<file path="src/swmd_pkg.sv">
`timescale 1ns / 1ps
// ----------------------------------------------------------------------------
// swmd_pkg: shared types and constants of the sliding window median block
// Widths, window limits, register decode and the structs that link the
// sorted cell chain, the sum tree and the top level.
// ----------------------------------------------------------------------------
package swmd_pkg;

  localparam int MAX_WINDOW  = 64;
  localparam int SAMPLE_W    = 32;
  localparam int WLEN_W      = 7;
  localparam int IDX_W       = $clog2(MAX_WINDOW);
  localparam int LEN_W       = $clog2(MAX_WINDOW + 1);
  localparam int DIST_W      = SAMPLE_W;
  localparam int DSUM_W      = SAMPLE_W + IDX_W;
  localparam int TREE_LEVELS = IDX_W;
  localparam int TREE_LEAVES = 1 << TREE_LEVELS;
  localparam int TREE_NODES  = 2 * TREE_LEAVES - 1;

  localparam int PADDR_W = 3;
  localparam int PDATA_W = 32;

  // Register select: paddr bit above the word offset picks the register.
  localparam logic REG_WINDOW_LENGTH = 1'b0;

  localparam logic [WLEN_W-1:0] WLEN_RESET = WLEN_W'(3);

  typedef struct packed {
    logic                       ins;
    logic                       rem;
    logic signed [SAMPLE_W-1:0] x;
    logic signed [SAMPLE_W-1:0] r;
    logic signed [SAMPLE_W-1:0] med;
    logic [IDX_W-1:0]           oldest;
  } cell_ctl_t;

  typedef struct packed {
    logic signed [SAMPLE_W-1:0] val;
    logic [IDX_W-1:0]           age;
    logic                       gt;
  } swmd_link_t;

  typedef struct packed {
    logic load;
    logic adv;
  } tree_ctl_t;

  // Clamp the requested length to [1, MAX_WINDOW].
  function automatic logic [LEN_W-1:0] clamp_len(logic [WLEN_W-1:0] wl);
    logic [LEN_W-1:0] len;
    if (wl == '0) begin
      len = LEN_W'(1);
    end else if (int'(wl) > MAX_WINDOW) begin
      len = LEN_W'(MAX_WINDOW);
    end else begin
      len = LEN_W'(wl);
    end
    return len;
  endfunction

  // Sorted position of the lower median.
  function automatic logic [IDX_W-1:0] len_mid(logic [LEN_W-1:0] len);
    logic [LEN_W-1:0] t;
    t = len - LEN_W'(1);
    t = t >> 1;
    return t[IDX_W-1:0];
  endfunction

  // Age of the oldest sample in a full window.
  function automatic logic [IDX_W-1:0] len_last(logic [LEN_W-1:0] len);
    logic [LEN_W-1:0] t;
    t = len - LEN_W'(1);
    return t[IDX_W-1:0];
  endfunction

  localparam logic [LEN_W-1:0] LEN_RESET = clamp_len(WLEN_RESET);

endpackage

</file>
<file path="src/swmd_cell.sv">
`timescale 1ns / 1ps
// ----------------------------------------------------------------------------
// swmd_cell: one cell of the sorted sample chain
// Holds one sample and its age; takes from the left on insert, from the
// right on removal, and reports its distance to the median.
// ----------------------------------------------------------------------------
module swmd_cell import swmd_pkg::*; (
  input  logic              clk_i,
  input  cell_ctl_t         ctl_i,
  input  logic              occ_i,
  input  swmd_link_t        left_i,
  input  swmd_link_t        right_i,
  output swmd_link_t        link_o,
  output logic              hit_o,
  output logic [DIST_W-1:0] dist_o
);

  logic signed [SAMPLE_W-1:0] val_q;
  logic [IDX_W-1:0]           age_q;
  logic                       gt;
  logic                       ge_rem;
  logic [SAMPLE_W:0]          diff_a;
  logic [SAMPLE_W:0]          diff_b;

  // Empty cells count as larger than any sample.
  assign gt     = !occ_i || ($signed(val_q) > $signed(ctl_i.x));
  assign ge_rem = $signed(val_q) >= $signed(ctl_i.r);

  always_ff @(posedge clk_i) begin
    if (ctl_i.ins) begin
      if (!gt) begin
        age_q <= age_q + IDX_W'(1);
      end else if (!left_i.gt) begin
        val_q <= ctl_i.x;
        age_q <= '0;
      end else begin
        val_q <= left_i.val;
        age_q <= left_i.age + IDX_W'(1);
      end
    end else if (ctl_i.rem && ge_rem) begin
      val_q <= right_i.val;
      age_q <= right_i.age;
    end
  end

  assign link_o.val = val_q;
  assign link_o.age = age_q;
  assign link_o.gt  = gt;

  assign hit_o = occ_i && (age_q == ctl_i.oldest);

  // Both differences in parallel, pick the non-negative one.
  assign diff_a = {val_q[SAMPLE_W-1], val_q} - {ctl_i.med[SAMPLE_W-1], ctl_i.med};
  assign diff_b = {ctl_i.med[SAMPLE_W-1], ctl_i.med} - {val_q[SAMPLE_W-1], val_q};
  assign dist_o = !occ_i ? '0 :
                  diff_a[SAMPLE_W] ? diff_b[DIST_W-1:0] : diff_a[DIST_W-1:0];

endmodule

</file>
<file path="config.mk">
export PLATFORM = sky130hd
export DESIGN_NAME = swmd_cell
export DESIGN_NICKNAME = d
export VERILOG_FILES = /design/src/swmd_pkg.sv /design/src/swmd_cell.sv
export SDC_FILE = /design/constraint.sdc
export NUM_CORES = 1
export LEC_CHECK = 0
export ABC_AREA = 1
export BUFFER_PORTS_ARGS = -buffer_cell sky130_fd_sc_hd__buf_2
export CELL_PAD_IN_SITES_DETAIL_PLACEMENT = 1
export CELL_PAD_IN_SITES_GLOBAL_PLACEMENT = 2
export CORE_MARGIN = 4
export CORE_UTILIZATION = 29
export CTS_CLUSTER_SIZE = 12
export DETAILED_ROUTE_END_ITERATION = 8
export GPL_TIMING_DRIVEN = 0
export PLACE_DENSITY = 0.95
export SLEW_MARGIN = 25
export SYNTH_ARGS = -nofsm -noshare
export SYNTH_HDL_FRONTEND = slang
export SYNTH_SLANG_ARGS = --single-unit
</file>
<file path="constraint.sdc">
create_clock -name clk_i -period 4.3 [get_ports clk_i]
set_input_delay 0 -clock clk_i [delete_from_list [all_inputs] [get_ports clk_i]]
set_output_delay 0 -clock clk_i [all_outputs]
set_load 0.03 [all_outputs]
</file>
After elaboration in Yosys (flattened, before gate mapping)
Index checks and enable logic that the tools add are counted.
Widths: inputs -> output; s select.
- register bits after elaboration: 38
- bits in latches: 0
- RAM bits: 0
- ROM bits: 0
- bits of input ports: 184
- output and inout port bits: 72
- logic and storage cells: 26
- memories kept: 0
- $add $sub $neg: 4
- multipliers: 0
- div/mod/pow operators: 0
- $lt $le $gt $ge: 2
- equal/unequal tests: 2
- shift-type cells: 0
- mux-type cells: 10
- bitwise gates (word level): 0
- reduce and logical (&&, ||, !) cells: 6
- operators by type and width (cell ; count):
    $mux 32 ; 6
    $sub 32x32->33 ; 1
    $ge 32x32->1 ; 1
    $gt 32x32->1 ; 1
    $sub 32x32->32 ; 1
    $mux 6 ; 4
    $add 6x1->6 const B ; 2
    $eq 6x6->1 ; 1
    $logic_and 1x1->1 ; 2
    $ne 2x1->1 const B ; 1
    $reduce_and 2->1 ; 1
    $reduce_bool 2->1 ; 1
    $logic_not 1->1 ; 1
    $logic_or 1x1->1 ; 1

Logic depth before layout (Yosys ltp)
Gate-level depths: netlist (run 1).
- depth after elaboration: 4
- mapped depth: 20
- mapped depth without buffers: 20

Least setup slack after synthesis (run 1)
Ideal clock, no wire load.
- kind: reg2reg
- from: register val_q[31]
- to: register val_q[0] (enable)
- setup time: 0.389 ns
- arrival: 2.654 ns
- required time: 3.911 ns
- setup slack: 1.256 ns
- stages on the path, launching flop included: 12
- path buffers: 0
- period minus slack after synthesis: 3.044 ns
- cell sequence: edfxtp_1 ha_1 nand2_1 nor2_1 nand2_1 nor3b_1 nand2_1 nand3_1 nand3_1 nand2_2 nand2_1 nand2_1
- word-level cells in the longest chain between the ends: 4
- elaborated cells between the ends (all ways): 7
- classes of those cells: order compare: 2; eq/ne: 1; reduce/logical: 4
- RTL lines (item ; line ; RTL):
    start, declared ; swmd_cell.sv:18 ; logic signed [SAMPLE_W-1:0] val_q;
    start signal, assigned ; swmd_cell.sv:34 ; val_q <= ctl_i.x;
    start signal, assigned ; swmd_cell.sv:37 ; val_q <= left_i.val;
    start signal, assigned ; swmd_cell.sv:41 ; val_q <= right_i.val;
    $gt 32x32->1 ; swmd_cell.sv:26 ; assign gt = !occ_i || ($signed(val_q) > $signed(ctl_i.x));
    $logic_or 1x1->1 ; swmd_cell.sv:26 ;
    via gt ; swmd_cell.sv:20 ; logic gt;
    $ne 2x1->1 (no line) ; n/a ;
    $reduce_and 2->1 (no line) ; n/a ;
The timed path passes the listed nets, and every way through them passes these cells.
A chain may end at the register's enable or synchronous reset.

Worst setup path in the final report (run 1)
- from: register val_q[31]
- to: register val_q[6] (enable)
- word-level cells in the longest chain between the ends: 4
- elaborated cells between the ends (all ways): 7
- classes of those cells: order compare: 2; eq/ne: 1; reduce/logical: 4
- RTL lines (item ; line):
    $gt 32x32->1 / $ge 32x32->1 (equally long branches) ; swmd_cell.sv:26, swmd_cell.sv:27
    $logic_or 1x1->1 / $logic_and 1x1->1 (equally long branches) ; swmd_cell.sv:26, swmd_cell.sv:40
    $ne 2x1->1 (no line) / $reduce_bool 2->1 (equally long branches) ; n/a
    $reduce_and 2->1 (no line) * ; n/a
Mark *: on every way between the ends. The rest lies on a longest branch, timed or not.

==> results of run 1 <==
[registers in the layout, indices dropped and copies added (netlist names)]
name	flops
val_q	32
age_q	6
[layer usage]
layer | routed length [um] | vias up
met2 | 17340 | 271
li1 | - | 4902
met5 | 69 | -
met1 | 15190 | 4539
met4 | 852 | 14
met3 | 1600 | 66
[power by group through the flow]
stage / sequential [mW] / clock, mW / combinational, mW
2_1_floorplan: 0.634 / 0 / 1.43
5_1_grt: 0.583 / 0.384 / 2.48
4_1_cts: 0.574 / 0.375 / 2.23
3_5_place_dp: 0.582 / 0 / 2.21
6_report: 0.574 / 0.371 / 2.22
3_3_place_gp: 0.581 / 0 / 2.16
[timing repair]
item / 4_1_cts / 5_1_grt
endpoints found under the hold margin: 19 / 0
setup endpoints to repair: 0 / 0
buffers inserted: 0 / 0
hold buffers: 19 / 0
gates resized for setup: 0 / 0
[cell families (layout without fill, tap and decap cells)]
group | count (synthesis) | after routing | share of synthesized area
buffers and inverters | 245 | 523 | 0.1171
other | 0 | 3 | 0
AOI/OAI and AO/OA | 280 | 280 | 0.1848
and+or+nand+nor | 595 | 595 | 0.3004
xor gates and xnor gates | 58 | 58 | 0.06116
adders and majority gates | 131 | 131 | 0.1992
DFF | 38 | 38 | 0.1374
[synth_stat cells, drive strengths merged]
library cell,n,area share
a211oi,2,0.0018
a21boi,7,0.0063
a21o,11,0.0099
a21oi,105,0.065
a31oi,2,0.0015
and3,1,0.00075
buf,11,0.011
clkbuf,19,0.0086
clkinv,2,0.00090
edfxtp,38,0.14
fa,2,0.0048
ha,129,0.19
inv,213,0.097
nand2,355,0.17
nand3,54,0.034
nand3b,2,0.0018
nand4,8,0.0060
nor2,160,0.075
nor3,9,0.0054
nor3b,1,0.00090
nor4,4,0.0048
o211ai,4,0.0036
o21a,7,0.0063
o21ai,128,0.078
o21bai,14,0.013
or2,1,0.00075
xnor2,6,0.0063
xor2,52,0.055
[path summary, 6_finish.rpt]
kind,startpoint,to,slack [ps],cells past startpoint
max,val_q[31],val_q[6],750,11
min,right_i[19],val_q[12],3,3
min reg2reg,age_q[0],age_q[0],830,3
max reg2reg,val_q[31],val_q[6],750,11
[per-stage QoR]
step / instances / util / hold WS (ps) / setup slack (ps)
floorplan: 1347 / - / 185.6 / 1256
global placement: 1977 / 0.3584 / 275.9 / 302.9
detailed placement: 1977 / 0.3585 / 278.4 / 624.1
CTS: 2003 / 0.3702 / 0.2821 / 609.2
global route: 2006 / 0.3704 / 14.76 / 495.0
finish: 2006 / 0.3704 / 2.731 / 751.8
[worst min-delay path, cell delays in order]
cell and delay, ps:
buf_2 70, nand2_1 40, o21ai_0 70
[final cells by class]
class / count / area [um2] / area share
Tap cell: 378 / 473.0 / 0.04558
Multi-Input combinational cell: 1064 / 6195 / 0.5970
Buffer: 30 / 160.2 / 0.01543
Inverter: 215 / 812.0 / 0.07826
Antenna cell: 3 / 7.507 / 0.0007235
Timing Repair Buffer: 271 / 1451 / 0.1399
Clock inverter: 1 / 7.507 / 0.0007235
Sequential cell: 38 / 1141 / 0.1100
Clock buffer: 6 / 128.9 / 0.01242
==> results.sh, run 1 <==
export IMPL_status="finished clean"
export IMPL_cp_cell_sequence="ha_1, nand2_1, nor2_1, nand4_1, nor4_1, nand2_1, nand2_1, nand2_1, nand3_1, nand3_1, nand2_2"
export IMPL_grt_busiest_layer="met2"
export IMPL_intPower_mw=1.430
export IMPL_dp_hpwl_um=30740
export IMPL_setup_tns_ps=0
export IMPL_final_cell_mix="nand2_1 (326), buf_2 (254), inv_1 (211), nor2_1 (155), ha_1 (129)"
export IMPL_netlist_instances=1347
export IMPL_combPwrFrac=0.702
export IMPL_vias=9792
export IMPL_post_synth_cell_area_avg_um2=6.166
export IMPL_finalSetupViolCount=0
export IMPL_crit_top_cell="nand2_1"
export IMPL_grt_first_pass_wirelength_um=55160
export IMPL_numCtsBuffers=5
export IMPL_met1_usage=0.2722
export IMPL_p_seq_frac=0.181
export IMPL_pin_count=256
export IMPL_power_switching_mw=1.739
export IMPL_die_w_um=177.2
export IMPL_netlist_area_um2=8305
export IMPL_syn2layout_area_growth_pct=24.93
export IMPL_cts_tree="yes"
export IMPL_fin_crit_sh=0.8252
export IMPL_drive_gt1_frac=0.1932
export IMPL_crit_family="simple AND/OR/NAND/NOR gates"
export IMPL_postRouteAntennaNets=0
export IMPL_clock_skew_ps=4.241
export IMPL_cts_sinks=38
export IMPL_slowest_stage="nand2_2"
export IMPL_wl_per_cell_um=17.47
export IMPL_critPathMaxStageDelay_ps=640
export IMPL_globalRouteOverflowTotal=0
export IMPL_ys_types=42
export IMPL_fp_dieArea_um2=31410
export IMPL_seq_area_frac_synth=0.1374
export IMPL_hold_viol_final=0
export IMPL_fin_crit_ps=3548
export IMPL_worst_pin_slew_ps=842.6
export IMPL_p_per_area_nw_per_um2=305.4
export IMPL_drc=0
export IMPL_clock_path_buffers=2
export IMPL_holdCritPathClass="primary input to register"
export IMPL_fin_nets=1940
export IMPL_clock_latency_ps=290
export IMPL_drt_iter0_markers=432
export IMPL_grt_pass1_vias=10480
export IMPL_grt_max_degree=33
export IMPL_critPathKind="register to register"
export IMPL_gr_usage_all_layers=0.2208
export IMPL_grt_setup_unrepaired="no"
export IMPL_syn_nets=1662
export IMPL_postPlaceCellArea_um2=10040
export IMPL_use_met3=0.03055
export IMPL_cts_root_buf="clkbuf_16"
export IMPL_port_buffers=252
export IMPL_core_um2=28010
export IMPL_path_clk_slew_ps=60
export IMPL_finalWeightedCongestion=0.9735
export IMPL_wl_um=35040
export IMPL_final_cell_area_um2=10380
export IMPL_synth_seq_cells=38
export IMPL_slew_headroom=0.4363
export IMPL_mostFrequentLayoutCell="nand2_1"
export IMPL_p_clk_frac=0.117
export IMPL_die_h_um=177.2
export IMPL_leakage_nw=5.707
export IMPL_vdd_drop_max_uv=140.0
export IMPL_yosysWarnings=0
export IMPL_use_met2=0.4015
export IMPL_required_ps=4220
export IMPL_crit_buf_inv=0
export IMPL_slew_viol_final=0
export IMPL_p_sw_frac=0.5487
export IMPL_cap_violations=0
export IMPL_nFillCells=3843
export IMPL_critPathLaunchType="register"
export IMPL_start_util=0.2965
export IMPL_fmax_mhz=281.8
export IMPL_antenna_found_initial=10
export IMPL_end_kind="register"
export IMPL_vias_per_cell=4.881
export IMPL_drt_first_pass_iters=5
export IMPL_worstPathMaxFanout=32
export IMPL_power_mw=3.169
export IMPL_ctsHtreeMaxLevel=2
export IMPL_num_rows=61
export IMPL_worstPathArrival_ps=3470
(Power assumes the default switching activity.)
==> inputs of run 2 (changes only) <==
--- a/config.mk
+++ b/config.mk
@@ -10,11 +10,11 @@
 export CELL_PAD_IN_SITES_DETAIL_PLACEMENT = 1
 export CELL_PAD_IN_SITES_GLOBAL_PLACEMENT = 2
 export CORE_MARGIN = 4
-export CORE_UTILIZATION = 29
+export CORE_UTILIZATION = 25
 export CTS_CLUSTER_SIZE = 12
 export DETAILED_ROUTE_END_ITERATION = 8
 export GPL_TIMING_DRIVEN = 0
-export PLACE_DENSITY = 0.95
+export PLACE_DENSITY = 0.88
 export SLEW_MARGIN = 25
 export SYNTH_ARGS = -nofsm -noshare
 export SYNTH_HDL_FRONTEND = slang
==> constraint.sdc (replaced) <==
create_clock -name clk_i -period 2.9 [get_ports clk_i]
set_input_delay 0 -clock clk_i [delete_from_list [all_inputs] [get_ports clk_i]]
set_output_delay 0 -clock clk_i [all_outputs]
set_load 0.03 [all_outputs]
==> run 2 against run 1 <==
Clock skew grew 4.0 ps. Largest power group unchanged. First-iteration DRC count shrank 22%. Via count grew 4.7%. Power grew 87%. Critical endpoint is now dist_o[27]. Routed wire length grew 13%. Critical path type is now register to primary output. Clock power grew 49%. Highest routed layer unchanged.
==> results.sh, run 2 (synthesis gave the netlist of run 1 again) <==
export IMPL_hold_worst_slack_ps=5.638
export IMPL_required_ps=2900
export IMPL_cap_violations=0
export IMPL_holdCritPathClass="primary input to register"
export IMPL_critPathLaunchType="register"
export IMPL_drive_gt1_frac=0.3310
export IMPL_numCtsBuffers=5
export IMPL_worstPathMaxFanout=6
export IMPL_clock_latency_ps=300
export IMPL_critPathKind="register to primary output"
export IMPL_grt_max_degree=17
export IMPL_pin_count=256
export IMPL_mostFrequentLayoutCell="nand2_1"
export IMPL_grt_pass1_vias=10850
export IMPL_start_util=0.2546
export IMPL_status="finished clean"
export IMPL_cts_sinks=38
export IMPL_dp_cells=2041
export IMPL_grt_setup_unrepaired="yes"
export IMPL_drt_first_pass_iters=4
export IMPL_slew_headroom=0.3322
export IMPL_core_um2=32620
export IMPL_cts_root_buf="clkbuf_16"
export IMPL_clock_path_buffers=2
export IMPL_globalRouteOverflowTotal=0
export IMPL_slew_viol_final=0
export IMPL_hold_depth=3
export IMPL_postRouteAntennaNets=0
export IMPL_wl_per_cell_um=18.35
export IMPL_reg2regPathDepth=14
export IMPL_worst_pin_slew_ps=1002
export IMPL_antenna_found_initial=8
export IMPL_ctsHtreeMaxLevel=2
export IMPL_hold_viol_final=0
export IMPL_finalSetupViolCount=0
export IMPL_worstPathArrival_ps=2890
export IMPL_final_cell_mix="nand2_1 (278), buf_2 (221), inv_1 (206), nor2_1 (118), o21ai_0 (109)"
export IMPL_fin_nets=2028
export IMPL_fin_crit_sh=0.9966
export IMPL_p_per_area_nw_per_um2=478.0
export IMPL_die_h_um=190.3
export IMPL_clock_skew_ps=8.274
export IMPL_cts_tree="yes"
export IMPL_end_kind="primary output"
export IMPL_gr_usage_all_layers=0.2075
export IMPL_final_cells=2157
export IMPL_regMostFlops="val_q"
export IMPL_fin_crit_ps=2890
export IMPL_vdd_drop_max_uv=253.4
export IMPL_syn2layout_area_growth_pct=49.47
export IMPL_grt_first_pass_wirelength_um=59700
export IMPL_vias=10250
export IMPL_wl_um=39580
export IMPL_setup_tns_ps=0
export IMPL_fmax_mhz=346.0
export IMPL_fp_dieArea_um2=36200
export IMPL_leakage_nw=6.374
export IMPL_die_w_um=190.3
export IMPL_port_buffers=252
export IMPL_drt_iter0_markers=335
export IMPL_post_place_ws_ps=-564.2
export IMPL_largest_reg_flops=32
export IMPL_fin_ws_ps=9.775
export IMPL_drc=0
export IMPL_dp_hpwl_um=31930
export IMPL_vias_per_cell=4.753
export IMPL_final_core_util=0.3806
export IMPL_reg_largest_list="val_q (32), age_q (6)"
export IMPL_finalWeightedCongestion=0.9512
export IMPL_path_clk_slew_ps=60
export IMPL_num_rows=66
[run 2: cell types whose count changed in the layout (fill, tap and decap cells not counted), sizes merged]
| cell | previous run | this run |
|---|---|---|
| inv | 213 | 212 |
| buf | 263 | 347 |
| clkinvlp | 1 | 0 |
| clkinv | 2 | 5 |
| nand2 | 355 | 358 |
| diode | 3 | 2 |
[run 2: worst paths after layout]
path / startpoint / slack (ps) / to
max: val_q[27] / 10 / dist_o[27]
min: right_i[13] / 6 / val_q[6]
max reg2reg: val_q[27] / 130 / val_q[6]
min reg2reg: age_q[0] / 830 / age_q[0]
[run 2: layout make-up]
cell class	count	area, um2
clock inverter	2	10.01
inverter	215	819.5
buffer	30	205.2
antenna	2	5.005
clock buffer	5	125.1
sequential	38	1141
multi-input combinational	1067	7246
fill	4224	20200
tap	442	553.0
timing repair buffer	356	2310
[run 2: through the flow]
step           instance area (um2)  total power [mW]
2_1_floorplan                 8308             3.060
3_3_place_gp                 10120             4.117
3_5_place_dp                 10120             4.188
4_1_cts                      11430             5.311
5_1_grt                      12410             6.376
6_report                     12410             5.934
[run 2: power by group]
part	total [mW]	leakage [nW]	internal, mW	switching, mW
Clock	0.553	0.0694	0.311	0.241
Combinational	4.56	5.93	1.79	2.77
Sequential	0.821	0.375	0.709	0.112
Total	5.93	6.37	2.81	3.12
[run 2: repair_timing]
item | in CTS | in global routing
endpoints found under the setup margin | 64 | 75
setup buffers | 48 | 37
cloned | 4 | 1
endpoints found under the hold margin | 19 | 0
pin swaps | 17 | 46
gates resized for setup | 140 | 196
hold buffers | 19 | 0
[run 2: worst max-delay path, cell delays in order (launching register included)]
cell,delay (ps)
edfxtp_1,490
ha_4,370
nand2_2,100
o21ai_0,350
a21oi_1,120
nand2_1,120
a21oi_2,70
nand2_2,110
nand2_4,70
nand2_8,110
clkinv_8,100
buf_12,150
nand2_4,70
nand2_4,60
nor2_4,130
buf_6,150
[run 2: metal layers]
metal,global-route usage,routed length (um),up-vias
li1,-,-,5074
met2,0.3794,19990,236
met4,0.04282,775,12
met5,0,57,-
met1,0.2602,17070,4872
met3,0.02929,1684,59
==> inputs of run 3 (changes only) <==
--- a/config.mk
+++ b/config.mk
@@ -15,6 +15,7 @@
 export DETAILED_ROUTE_END_ITERATION = 8
 export GPL_TIMING_DRIVEN = 0
 export PLACE_DENSITY = 0.88
+export SETUP_SLACK_MARGIN = 0.1
 export SLEW_MARGIN = 25
 export SYNTH_ARGS = -nofsm -noshare
 export SYNTH_HDL_FRONTEND = slang
==> run 3 against run 2 <==
The flow now finishes with violations (setup timing). Critical path depth unchanged. Via count about the same. Count of clock-buffer cells in the layout up 1. Global-route usage up 0.40 points. Critical endpoint is now dist_o[31]. Largest cell class unchanged. Highest routed layer unchanged.
==> results.sh, run 3 (synthesis gave the netlist of run 1 again) <==
export IMPL_status="finished with violations"
export IMPL_violations="setup timing"
export IMPL_setup_tns_ps=-159.0
export IMPL_fin_ws_ps=-54.05
export IMPL_grt_busiest_layer="met2"
export IMPL_worstPathMaxFanout=10
export IMPL_startpoint="val_q[0]"
export IMPL_p_per_area_nw_per_um2=477.1
export IMPL_met1_usage=0.2589
export IMPL_vias=10260
export IMPL_clock_latency_ps=300
export IMPL_core_um2=32620
export IMPL_vdd_drop_max_uv=335.0
export IMPL_postRouteAntennaNets=0
export IMPL_final_cell_mix="nand2_1 (285), buf_2 (221), inv_1 (207), nor2_1 (125), o21ai_0 (107)"
export IMPL_mostFrequentLayoutCell="nand2_1"
export IMPL_port_buffers=252
export IMPL_vias_per_cell=4.751
export IMPL_grt_first_pass_wirelength_um=60710
export IMPL_worstPathArrival_ps=2950
export IMPL_slew_headroom=0.2913
export IMPL_syn2layout_area_growth_pct=48.40
export IMPL_fin_crit_sh=1.019
export IMPL_dp_cells=2041
export IMPL_drt_iter0_markers=340
export IMPL_cp_cell_sequence="inv_2, ha_4, inv_2, fa_2, nand3_2, nand2_4, a21oi_4, o21ai_4, nand3_2, nand3_4, nand2_8, buf_6, a21oi_1, nor2_1, buf_4"
export IMPL_wl_um=40280
export IMPL_wl_per_cell_um=18.65
export IMPL_fp_dieArea_um2=36200
export IMPL_nFillCells=4233
export IMPL_antenna_found_initial=8
export IMPL_clock_path_buffers=2
export IMPL_cts_root_buf="clkbuf_16"
export IMPL_numCtsBuffers=5
export IMPL_reg_largest_list="val_q (32), age_q (6)"
export IMPL_regToRegStartpoint="val_q[31]"
export IMPL_fin_nets=2029
export IMPL_ctsHtreeMaxLevel=2
export IMPL_critPathLaunchType="register"
export IMPL_final_cells=2159
export IMPL_grt_setup_unrepaired="yes"
export IMPL_final_cell_area_um2=12330
export IMPL_min_delay_start="right_i[35]"
export IMPL_largest_reg_flops=32
export IMPL_start_util=0.2546
export IMPL_fin_crit_ps=2954
export IMPL_clock_skew_ps=5.339
export IMPL_grt_max_degree=17
export IMPL_die_w_um=190.3
export IMPL_num_rows=66
export IMPL_gr_usage_all_layers=0.2115
export IMPL_cts_sinks=38
export IMPL_hold_viol_final=0
export IMPL_worst_pin_slew_ps=1063
export IMPL_pin_count=256
export IMPL_drc=0
export IMPL_fmax_mhz=338.5
export IMPL_postPlaceCellArea_um2=10120
export IMPL_holdCritPathClass="primary input to register"
export IMPL_cts_tree="yes"
export IMPL_die_h_um=190.3
export IMPL_cap_violations=0
export IMPL_grt_pass1_vias=11170
export IMPL_slew_viol_final=0
export IMPL_use_met2=0.3924
export IMPL_critPathMaxStageDelay_ps=470
export IMPL_finalSetupViolCount=9
export IMPL_critPathKind="register to primary output"
export IMPL_slowest_stage="edfxtp_1"
export IMPL_final_core_util=0.3779
export IMPL_crit_family="simple AND/OR/NAND/NOR gates"
export IMPL_dp_hpwl_um=32260
export IMPL_use_met3=0.03094
export IMPL_regMostFlops="val_q"
export IMPL_leakage_nw=6.347
export IMPL_crit_buf_inv=4
export IMPL_end_kind="primary output"
export IMPL_drt_first_pass_iters=5
export IMPL_hold_worst_slack_ps=0.8305
export IMPL_drive_gt1_frac=0.3190
export IMPL_required_ps=2900
export IMPL_globalRouteOverflowTotal=0
export IMPL_path_clk_slew_ps=60
export IMPL_finalWeightedCongestion=0.9493
[run 3: cell type report]
cell class | instances | area (um2) | area share
multi-input combinational | 1066 | 7082 | 0.5746
timing repair buffer | 358 | 2359 | 0.1914
sequential | 38 | 1141 | 0.09258
inverter | 215 | 819.5 | 0.06649
tap | 442 | 553.0 | 0.04487
buffer | 30 | 200.2 | 0.01624
clock buffer | 6 | 128.9 | 0.01046
clock inverter | 2 | 37.54 | 0.003045
antenna | 2 | 5.005 | 0.0004060
[run 3: what timing repair did]
| item | 4_1_cts | 5_1_grt |
|---|---|---|
| hold buffers | 18 | 0 |
| pin swaps | 19 | 31 |
| setup endpoints to repair | 76 | 76 |
| gates resized for setup | 181 | 110 |
| buffers inserted | 53 | 34 |
| gates cloned | 3 | 1 |
| hold endpoints to repair | 18 | 0 |
[run 3: worst paths after layout]
path / slack [ps] / to / depth (start not counted)
hold reg to reg: 860 / age_q[4] / 4
hold / removal: 0.8 / val_q[28] / 3
setup / recovery: -50 / dist_o[31] / 15
setup reg to reg: 90 / val_q[22] / 15
[run 3: per-layer routing]
layer	share of wire	wire, um
met1	0.43	17140
met2	0.51	20540
met3	0.039	1574
met4	0.023	937
met5	0.0021	83
[run 3: power by group]
part	internal [mW]	switching, mW
combinational	1.72	2.68
sequential	0.709	0.110
clock	0.407	0.246
[run 3: per-stage QoR]
stage	power, mW	setup slack [ps]
after CTS	5.523	-64.75
after floorplan	3.062	101.6
after detailed placement	4.187	-858.0
after global placement	4.107	-753.3
final	5.880	-54.05
after global routing	6.335	-150.8
[run 3: tightest hold or removal path, stage by stage]
cell and delay, ps:
buf_2 70, nand2_1 50, o21ai_0 60
